--- config.mk ---
export PLATFORM = sky130hd
export DESIGN_NAME = vbcs_ctrl_flat
export DESIGN_NICKNAME = d
export VERILOG_FILES = /design/src/hdl/vbcs_pkg.sv /design/src/hdl/vbcs_if.sv /design/src/hdl/vbcs_ctrl.sv /design/src/flat_wrapper.sv
export SDC_FILE = /design/constraint.sdc
export NUM_CORES = 1
export LEC_CHECK = 0
export BUFFER_PORTS_ARGS = -buffer_cell sky130_fd_sc_hd__buf_2
export CORE_AREA = 3 3 78 80
export CTS_CLUSTER_DIAMETER = 150
export DETAILED_ROUTE_END_ITERATION = 16
export DIE_AREA = 0 0 81 83
export HOLD_SLACK_MARGIN = 0.03
export PLACE_DENSITY = 0.68
export SLEW_MARGIN = 20
export SYNTH_ARGS = -nofsm -noshare
export SYNTH_HDL_FRONTEND = slang
export SYNTH_SLANG_ARGS = --single-unit
--- constraint.sdc ---
create_clock -name clk -period 1.6 [get_ports clk]
set_input_delay 0.08 -clock clk [delete_from_list [all_inputs] [get_ports clk]]
set_output_delay 0.08 -clock clk [all_outputs]
set_load 0.005 [all_outputs]
--- src/hdl/vbcs_pkg.sv ---
package vbcs_pkg;

	localparam int ATOM_COUNT = 1024;
	localparam int AW         = $clog2(ATOM_COUNT);
	localparam int FRAC_BITS  = 16;

	localparam longint ONE     = 64'sd1 <<< FRAC_BITS;
	localparam longint TOL_RAW = (ONE + 5000) / 10000;
	localparam longint TOL     = (TOL_RAW > 0) ? TOL_RAW : 1;
	localparam longint THR_RAW = (ONE + 500) / 1000;
	localparam longint THR     = (THR_RAW > 0) ? THR_RAW : 1;
	localparam longint TOL_SQ  = TOL * TOL;

	localparam int MW  = 48;
	localparam int DW  = 33 + FRAC_BITS;
	localparam int DFW = DW + 1;
	localparam int DCW = $clog2(DW + 1);

	localparam logic [2:0] CMD_WRITE  = 3'd0;
	localparam logic [2:0] CMD_READ   = 3'd1;
	localparam logic [2:0] CMD_INT    = 3'd2;
	localparam logic [2:0] CMD_SPRING = 3'd3;
	localparam logic [2:0] CMD_HARD   = 3'd4;

	localparam logic [1:0] REG_DT2     = 2'd0;
	localparam logic [1:0] REG_DAMP    = 2'd1;
	localparam logic [1:0] REG_SPR_EN  = 2'd2;
	localparam logic [1:0] REG_HARD_EN = 2'd3;

	localparam logic [4:0] ACT_NONE     = 5'd0;
	localparam logic [4:0] ACT_LATCH    = 5'd1;
	localparam logic [4:0] ACT_RD_A     = 5'd2;
	localparam logic [4:0] ACT_LD_A     = 5'd3;
	localparam logic [4:0] ACT_LD_B     = 5'd4;
	localparam logic [4:0] ACT_MUL_GO   = 5'd5;
	localparam logic [4:0] ACT_STEP     = 5'd6;
	localparam logic [4:0] ACT_SQ_ACC   = 5'd7;
	localparam logic [4:0] ACT_SQRT_GO  = 5'd8;
	localparam logic [4:0] ACT_DIV_GO   = 5'd9;
	localparam logic [4:0] ACT_DIV_TAKE = 5'd10;
	localparam logic [4:0] ACT_FAC_ONE  = 5'd11;
	localparam logic [4:0] ACT_TAKE_KD  = 5'd12;
	localparam logic [4:0] ACT_TAKE_S   = 5'd13;
	localparam logic [4:0] ACT_APPLY    = 5'd14;
	localparam logic [4:0] ACT_WORST    = 5'd15;
	localparam logic [4:0] ACT_WR_A     = 5'd16;
	localparam logic [4:0] ACT_WR_B     = 5'd17;
	localparam logic [4:0] ACT_OUT      = 5'd18;

	localparam logic [2:0] MOP_STEP  = 3'd0;
	localparam logic [2:0] MOP_SQ    = 3'd1;
	localparam logic [2:0] MOP_KD    = 3'd2;
	localparam logic [2:0] MOP_S     = 3'd3;
	localparam logic [2:0] MOP_FORCE = 3'd4;

	typedef struct packed {
		logic [2:0]         cmd;
		logic [9:0]         atom_a;
		logic [9:0]         atom_b;
		logic signed [31:0] in_x;
		logic signed [31:0] in_y;
		logic signed [31:0] in_z;
		logic [30:0]        rest_length;
		logic [30:0]        stiffness;
		logic               restart_error;
	} item_t;

	typedef struct packed {
		logic [4:0] act;
		logic [1:0] lane;
		logic [2:0] mop;
	} dp_cmd_t;

	typedef struct packed {
		logic [2:0] kind;
		logic       mul_busy;
		logic       sqrt_busy;
		logic       div_busy;
		logic       len_small;
		logic       rest_small;
		logic       hard_skip;
		logic       out_free;
	} dp_sts_t;

	function automatic logic signed [31:0] sat32(input logic signed [49:0] v);
		if (v > 50'sd2147483647)
			return 32'sh7fffffff;
		else if (v < -50'sd2147483648)
			return 32'sh80000000;
		else
			return v[31:0];
	endfunction

endpackage

--- src/hdl/vbcs_if.sv ---
interface vbcs_item_if;
	logic               valid;
	logic               ready;
	logic [2:0]         cmd;
	logic [9:0]         atom_a;
	logic [9:0]         atom_b;
	logic signed [31:0] in_x;
	logic signed [31:0] in_y;
	logic signed [31:0] in_z;
	logic [30:0]        rest_length;
	logic [30:0]        stiffness;
	logic               restart_error;

	modport source (output valid, cmd, atom_a, atom_b, in_x, in_y, in_z, rest_length,
		stiffness, restart_error, input ready);
	modport sink (input valid, cmd, atom_a, atom_b, in_x, in_y, in_z, rest_length,
		stiffness, restart_error, output ready);
endinterface


--- src/hdl/vbcs_ctrl.sv ---
module vbcs_ctrl import vbcs_pkg::*; (
	input  logic    clk,
	input  logic    arst_n,
	vbcs_item_if.sink item,
	input  dp_sts_t sts,
	output dp_cmd_t dc
);

	localparam logic [4:0] S_IDLE  = 5'd0;
	localparam logic [4:0] S_RDA   = 5'd1;
	localparam logic [4:0] S_LDA   = 5'd2;
	localparam logic [4:0] S_LDB   = 5'd3;
	localparam logic [4:0] S_IMUL  = 5'd4;
	localparam logic [4:0] S_IWAIT = 5'd5;
	localparam logic [4:0] S_SQ    = 5'd6;
	localparam logic [4:0] S_SQW   = 5'd7;
	localparam logic [4:0] S_SQRT  = 5'd8;
	localparam logic [4:0] S_SQRTW = 5'd9;
	localparam logic [4:0] S_DIVG  = 5'd10;
	localparam logic [4:0] S_DIVW  = 5'd11;
	localparam logic [4:0] S_KD    = 5'd12;
	localparam logic [4:0] S_KDW   = 5'd13;
	localparam logic [4:0] S_SMUL  = 5'd14;
	localparam logic [4:0] S_SW    = 5'd15;
	localparam logic [4:0] S_FMUL  = 5'd16;
	localparam logic [4:0] S_FW    = 5'd17;
	localparam logic [4:0] S_WRA   = 5'd18;
	localparam logic [4:0] S_WRB   = 5'd19;
	localparam logic [4:0] S_FIN   = 5'd20;

	logic [4:0] state_q, state_d;
	logic [1:0] lane_q, lane_d;
	logic       pair;

	assign pair       = (sts.kind == CMD_SPRING) || (sts.kind == CMD_HARD);
	assign item.ready = state_q == S_IDLE;

	always_comb begin
		state_d = state_q;
		lane_d  = lane_q;
		dc.act  = ACT_NONE;
		dc.lane = lane_q;
		dc.mop  = MOP_STEP;
		unique case (state_q)
			S_IDLE: begin
				if (item.valid) begin
					dc.act  = ACT_LATCH;
					state_d = S_RDA;
				end
			end
			S_RDA: begin
				dc.act  = ACT_RD_A;
				state_d = S_LDA;
			end
			S_LDA: begin
				dc.act  = ACT_LD_A;
				state_d = S_LDB;
			end
			S_LDB: begin
				dc.act = ACT_LD_B;
				lane_d = 2'd0;
				case (sts.kind) inside
					CMD_WRITE:            state_d = S_WRA;
					CMD_INT:              state_d = S_IMUL;
					CMD_SPRING, CMD_HARD: state_d = S_SQ;
					default:              state_d = S_FIN;
				endcase
			end
			S_IMUL: begin
				dc.act  = ACT_MUL_GO;
				dc.mop  = MOP_STEP;
				state_d = S_IWAIT;
			end
			S_IWAIT: begin
				if (!sts.mul_busy) begin
					dc.act = ACT_STEP;
					if (lane_q == 2'd2) begin
						lane_d  = 2'd0;
						state_d = S_SQ;
					end else begin
						lane_d  = lane_q + 2'd1;
						state_d = S_IMUL;
					end
				end
			end
			S_SQ: begin
				dc.act  = ACT_MUL_GO;
				dc.mop  = MOP_SQ;
				state_d = S_SQW;
			end
			S_SQW: begin
				if (!sts.mul_busy) begin
					dc.act = ACT_SQ_ACC;
					if (lane_q == 2'd2) begin
						lane_d  = 2'd0;
						state_d = (sts.kind == CMD_INT) ? S_WRA : S_SQRT;
					end else begin
						lane_d  = lane_q + 2'd1;
						state_d = S_SQ;
					end
				end
			end
			S_SQRT: begin
				dc.act  = ACT_SQRT_GO;
				state_d = S_SQRTW;
			end
			S_SQRTW: begin
				if (!sts.sqrt_busy) begin
					if (sts.kind == CMD_SPRING) begin
						if (!sts.len_small) begin
							state_d = S_DIVG;
						end else if (sts.rest_small) begin
							state_d = S_FIN;
						end else begin
							dc.act  = ACT_FAC_ONE;
							state_d = S_KD;
						end
					end else if (sts.hard_skip) begin
						state_d = S_FIN;
					end else begin
						dc.act  = ACT_WORST;
						state_d = S_DIVG;
					end
				end
			end
			S_DIVG: begin
				dc.act  = ACT_DIV_GO;
				state_d = S_DIVW;
			end
			S_DIVW: begin
				if (!sts.div_busy) begin
					dc.act  = ACT_DIV_TAKE;
					lane_d  = 2'd0;
					state_d = (sts.kind == CMD_SPRING) ? S_KD : S_FMUL;
				end
			end
			S_KD: begin
				dc.act  = ACT_MUL_GO;
				dc.mop  = MOP_KD;
				state_d = S_KDW;
			end
			S_KDW: begin
				if (!sts.mul_busy) begin
					dc.act  = ACT_TAKE_KD;
					state_d = S_SMUL;
				end
			end
			S_SMUL: begin
				dc.act  = ACT_MUL_GO;
				dc.mop  = MOP_S;
				state_d = S_SW;
			end
			S_SW: begin
				if (!sts.mul_busy) begin
					dc.act  = ACT_TAKE_S;
					lane_d  = 2'd0;
					state_d = S_FMUL;
				end
			end
			S_FMUL: begin
				dc.act  = ACT_MUL_GO;
				dc.mop  = MOP_FORCE;
				state_d = S_FW;
			end
			S_FW: begin
				if (!sts.mul_busy) begin
					dc.act = ACT_APPLY;
					if (lane_q == 2'd2) begin
						lane_d  = 2'd0;
						state_d = S_WRA;
					end else begin
						lane_d  = lane_q + 2'd1;
						state_d = S_FMUL;
					end
				end
			end
			S_WRA: begin
				dc.act  = ACT_WR_A;
				state_d = pair ? S_WRB : S_FIN;
			end
			S_WRB: begin
				dc.act  = ACT_WR_B;
				state_d = S_FIN;
			end
			S_FIN: begin
				if (sts.out_free) begin
					dc.act  = ACT_OUT;
					state_d = S_IDLE;
				end
			end
			default: state_d = S_IDLE;
		endcase
	end

	always_ff @(posedge clk or negedge arst_n) begin
		if (!arst_n) begin
			state_q <= S_IDLE;
			lane_q  <= 2'd0;
		end else begin
			state_q <= state_d;
			lane_q  <= lane_d;
		end
	end

	a_mul_free: assert property (@(posedge clk) disable iff (!arst_n)
		dc.act == ACT_MUL_GO |-> !sts.mul_busy)
		else $error("multiplier restarted while busy");

	a_accept_start: assert property (@(posedge clk) disable iff (!arst_n)
		(item.valid && item.ready) |=> state_q == S_RDA)
		else $error("accepted transaction did not start a read");

	a_out_free: assert property (@(posedge clk) disable iff (!arst_n)
		dc.act == ACT_OUT |-> sts.out_free)
		else $error("result register overwritten");

endmodule

--- src/flat_wrapper.sv ---
// flat-port wrapper written by rule: the top's interface ports become plain ports
module vbcs_ctrl_flat import vbcs_pkg::*;
  (clk, arst_n, sts, dc, item_valid, item_cmd, item_atom_a, item_atom_b, item_in_x, item_in_y, item_in_z, item_rest_length, item_stiffness, item_restart_error, item_ready);
  vbcs_item_if item_i ();
  input  logic clk;
  input  logic arst_n;
  input  dp_sts_t sts;
  output dp_cmd_t dc;
  input wire logic [$bits(item_i.valid)-1:0] item_valid;
  input wire logic [$bits(item_i.cmd)-1:0] item_cmd;
  input wire logic [$bits(item_i.atom_a)-1:0] item_atom_a;
  input wire logic [$bits(item_i.atom_b)-1:0] item_atom_b;
  input wire logic [$bits(item_i.in_x)-1:0] item_in_x;
  input wire logic [$bits(item_i.in_y)-1:0] item_in_y;
  input wire logic [$bits(item_i.in_z)-1:0] item_in_z;
  input wire logic [$bits(item_i.rest_length)-1:0] item_rest_length;
  input wire logic [$bits(item_i.stiffness)-1:0] item_stiffness;
  input wire logic [$bits(item_i.restart_error)-1:0] item_restart_error;
  output wire logic [$bits(item_i.ready)-1:0] item_ready;
  assign item_i.valid = item_valid;
  assign item_i.cmd = item_cmd;
  assign item_i.atom_a = item_atom_a;
  assign item_i.atom_b = item_atom_b;
  assign item_i.in_x = item_in_x;
  assign item_i.in_y = item_in_y;
  assign item_i.in_z = item_in_z;
  assign item_i.rest_length = item_rest_length;
  assign item_i.stiffness = item_stiffness;
  assign item_i.restart_error = item_restart_error;
  assign item_ready = item_i.ready;
  vbcs_ctrl u_core (.clk(clk), .arst_n(arst_n), .item(item_i), .sts(sts), .dc(dc));
endmodule
# Word level (Yosys, flattened, before mapping)
# Index checks and enable logic that the tools add are counted.
# word_totals
register_bits	7
out_inout_bits	11
elab_cells	89
# op_classes
add_sub_neg	1
n_eq_ne	34
muxes	43
n_reduce_logical	9
# op_table
cell	n
$mux W5	23
$pmux W5 S21	1
$pmux W5 S17	1
$eq A5 B4 Y1 const B	8
$eq A5 B5 Y1 const B	5
$mux W4	6
$eq A5 B3 Y1 const B	4
$ne A2 B2 Y1 const B	10
$mux W2	6
$pmux W3 S4	1
$eq A5 B2 Y1 const B	2
$mux W3	3
$reduce_and A9 Y1	1
$pmux W2 S4	1
$eq A3 B2 Y1 const B	2
$eq A5 B1 Y1 const B	1
$logic_not A5 Y1	1
$reduce_or A5 Y1	1
$reduce_and A4 Y1	1
$reduce_bool A4 Y1	1
$eq A3 B3 Y1 const B	1
$logic_not A3 Y1	1
$reduce_or A3 Y1	1
$add A2 B1 Y2 const B	1
4 further kinds	4

# Depth between registers and ports, before layout
# logic_depth
depth_word	6
ltp_mapped	7
ltp_nobuf	5

# Least setup slack after synthesis
# No wires, ideal clock.
# synth_path
path_type	register to register
start	register u_core.state_q[2]
end	register u_core.state_q[1]
setup_ps	127
t_arrival_ps	1605
path_slack_ps	-132
stages_incl_launch_ff	5
n_path_buf	0
synth_period_minus_slack_ps	1732
path_cell_list	dfrtp_1 or3_4 a2111oi_4 nor3_2 mux2_1
# synth_via
elab_chain_len	3
# synth_lines
element	line_no	rtl
start: declaration	vbcs_ctrl.sv:31	logic [4:0] state_q, state_d;
start signal: assignment	vbcs_ctrl.sv:200	state_q <= state_d;
$eq A5 B5 Y1 (tied with other cells)	vbcs_ctrl.sv:44	unique case (state_q)
$ne A2 B2 Y1 (no source line)	n/a	
$reduce_and A9 Y1 (no source line)	n/a	
# Parallel ways exist; a longest one is shown, timed or not.
# A chain may end at the register's enable or synchronous reset.

# Final worst setup path
# layout_path
start	register u_core.state_q[4]
end	register u_core.state_q[0]
# Same word-level chain as after synthesis.

==> impl_metrics.ini <==
[floorplan]
core_area_mm2 = 0.00547
num_io_pins = 206
placementRows = 27
initial_core_util = 0.199
die_h_um = 83
die_width_um = 81
fp.dieArea_mm2 = 0.00672

[clock_tree]
root_buffer = clkbuf_8
cts.sink_count = 7
cts_tree = built
htreeDepth = 1
clk_path_buf_depth = 2
cts.clk_slew.worst_paths_ns = 0.04
insertion_delay_ns = 0.23
numCtsBuffers = 3

[global_routing]
grt_pass1_vias = 1405
grt_overflow_total = 0
antenna_found_initial = 0
track_usage = 0.132
grt_pass1_wl_mm = 7.05
grt_max_degree = 15

[sta]
finalMaxSlewViolations = 0
setup_viol = 11
worstMarginPinSlew_ns = 0.372
layout_min_cycle_time_ns = 1.88
period_share = 1.18
fmax_mhz = 532
worst_slack_ns = -0.280
skew_ns = 0.00421
maxSlewHeadroom = 0.752
hold_violations = 0
rsz0062_at_grt = yes

[detailed_routing]
wl_mm = 4.60
ant_nets = 0
dr.pass1.iters = 4
wire_per_inst_um = 16.0
route.vias.total = 1489
drt_iter0_markers = 104
drc_errors = 0
avgViaCountPerCell = 5.19

[placed_design]
place.gp.congestion = 0.956
portBuffers = 23
dp_hpwl_mm = 3.12
pre_cts_slack_ns = -0.207

[synthesis]
yosys-top-cells-count = 12 x nand2b_1, 11 x a21oi_1, 10 x nand2_1, 8 x nor2_1, 8 x o21ai_0
synth_area_mm2 = 0.00109
ys_warn_count = 0
ys_ff_latch = 7
synthDistinctLibCells = 52
syn_nets = 340
synth.most_common_cell = nand2b_1
synth_top_cells_by_area = dfrtp_1 16%, nand2b_1 6.9%, a21oi_1 5.1%, mux2i_1 4.6%, o21ai_0 3.7%
synth_cells = 145
synth-main-ff-cell = dfrtp_1
ys_async_sr_fraction = 1.00
yosys.area.top_type = dfrtp_1
avgSynthCellArea_um2 = 7.50
yosysSeqAreaShare = 0.161
synth_edf_count = 0
synth_top_area_frac = 0.161

[cells_and_area]
layout.nets = 411
drive_gt1_frac = 0.544
seq_area_um2 = 181
antennaDiodeCount = 0
post-route-util = 0.345
area_growth_pct = 73.8
multi_input_area_um2 = 973
fill_cells = 577

[min_path]
min_path_type = input port to async pin

[worst_setup_path]
worstPathRequired_ns = 1.72
slowest_delay_ns = 0.40
critical_path.cell_chain = buf_6 -> or3_4 -> a2111oi_4 -> buf_4 -> nor2_1 -> or4b_1 -> o21ai_2
cp-start-kind = register
critPathMaxFanout = 5
crit_arrival_ns = 2.00
end_kind = register
critPathKind = register to register
slowest_stage = dfrtp_2

[job]
max_cap_violations = 0

[outcome]
violations = negative setup slack
status = complete, but fails checks

[power]
total_leakage_power_nw = 0.822
power_density_mw_per_mm2 = 1750
ir_drop_mv = 0.493
## layout by cell type, fill, tap and decap left out, drive strengths merged, types with 2 or more instances in the layout
cell type,n
nand3,4
o22ai,3
nand3b,4
mux2,3
nor3,8
o311a,2
a211oi,2
clkbuf,4
or3,3
nand4,2
a21oi,11
nor2,8
a22oi,2
mux2i,5
o21ai,9
nor4,4
buf,75
nor2b,4
or4,2
inv,5
dfrtp,7
nand2b,13
nand2,10
## metrics by stage
step                TNS, ns  cell area, um2  std cells  hold WS, ns  power (mW)
finish                -2.35            1890        287        0.219        3.31
global route          -3.00            1890        287        0.262        3.50
CTS                   -1.81            1810        282        0.220        3.13
detailed placement    -1.41            1520        264      -0.0734        2.30
global placement      -1.02            1520        264      -0.0751        2.29
floorplan           -0.0745            1100        145       -0.216        1.47
## state kept, by name, summed over array words and instances (netlist names)
register	count
u_core.state_q	5
u_core.lane_q	2
## cell families after synthesis
family,synth area share
AND/OR/NAND/NOR,0.398
AO/OA/AOI/OAI,0.276
flip-flops,0.161
multiplexers,0.0771
XOR/XNOR,0.0161
buffers and inverters,0.0713
## where the power goes
group	internal, mW	switching, mW
Sequential	0.261	0.129
Clock	0.173	0.0796
Combinational	1.38	1.28
## path summary, 6_finish.rpt
kind                              startpoint  cells after the start                end  slack, ns
hold / removal                        arst_n                      2  u_core.state_q[1]       0.22
setup / recovery           u_core.state_q[4]                      7  u_core.state_q[0]      -0.28
setup reg to reg           u_core.state_q[4]                      7  u_core.state_q[0]      -0.28
min in group clk                      sts[5]                      4  u_core.state_q[0]       0.34
hold reg to reg             u_core.lane_q[1]                      2   u_core.lane_q[1]       0.57
max in group asynchronous             arst_n                      2  u_core.state_q[2]       1.20
## critical path, delay by kind of cell, from the launching register on
| family | cells | cell delay [ns] |
|---|---|---|
| simple gates | 3 | 0.60 |
| compound gates | 2 | 0.45 |
| flops | 1 | 0.40 |
| buf+inv | 2 | 0.32 |
## cell type report
class,count,area share
Inverter,6,0.0139
Clock buffer,4,0.0238
Timing Repair Buffer,76,0.303
Multi-Input combinational cell,122,0.515
Sequential cell,7,0.0960
Tap cell,72,0.0477
## layer usage
layer	GRT usage	wire length, um	up-vias
met4	0.0538	102	0
met5	0	0	-
met3	0.0130	341	12
met1	0.182	1970	713
li1	-	-	693
met2	0.207	2190	71
## repair_timing
item / CTS / global route
setup endpoints to repair: 13 / 14
endpoints found under the hold margin: 7 / 0
gates resized for setup: 39 / 9
pin swaps: 6 / 5
buffers inserted: 14 / 5
hold buffers: 1 / 0
(Power assumes the default switching activity.)
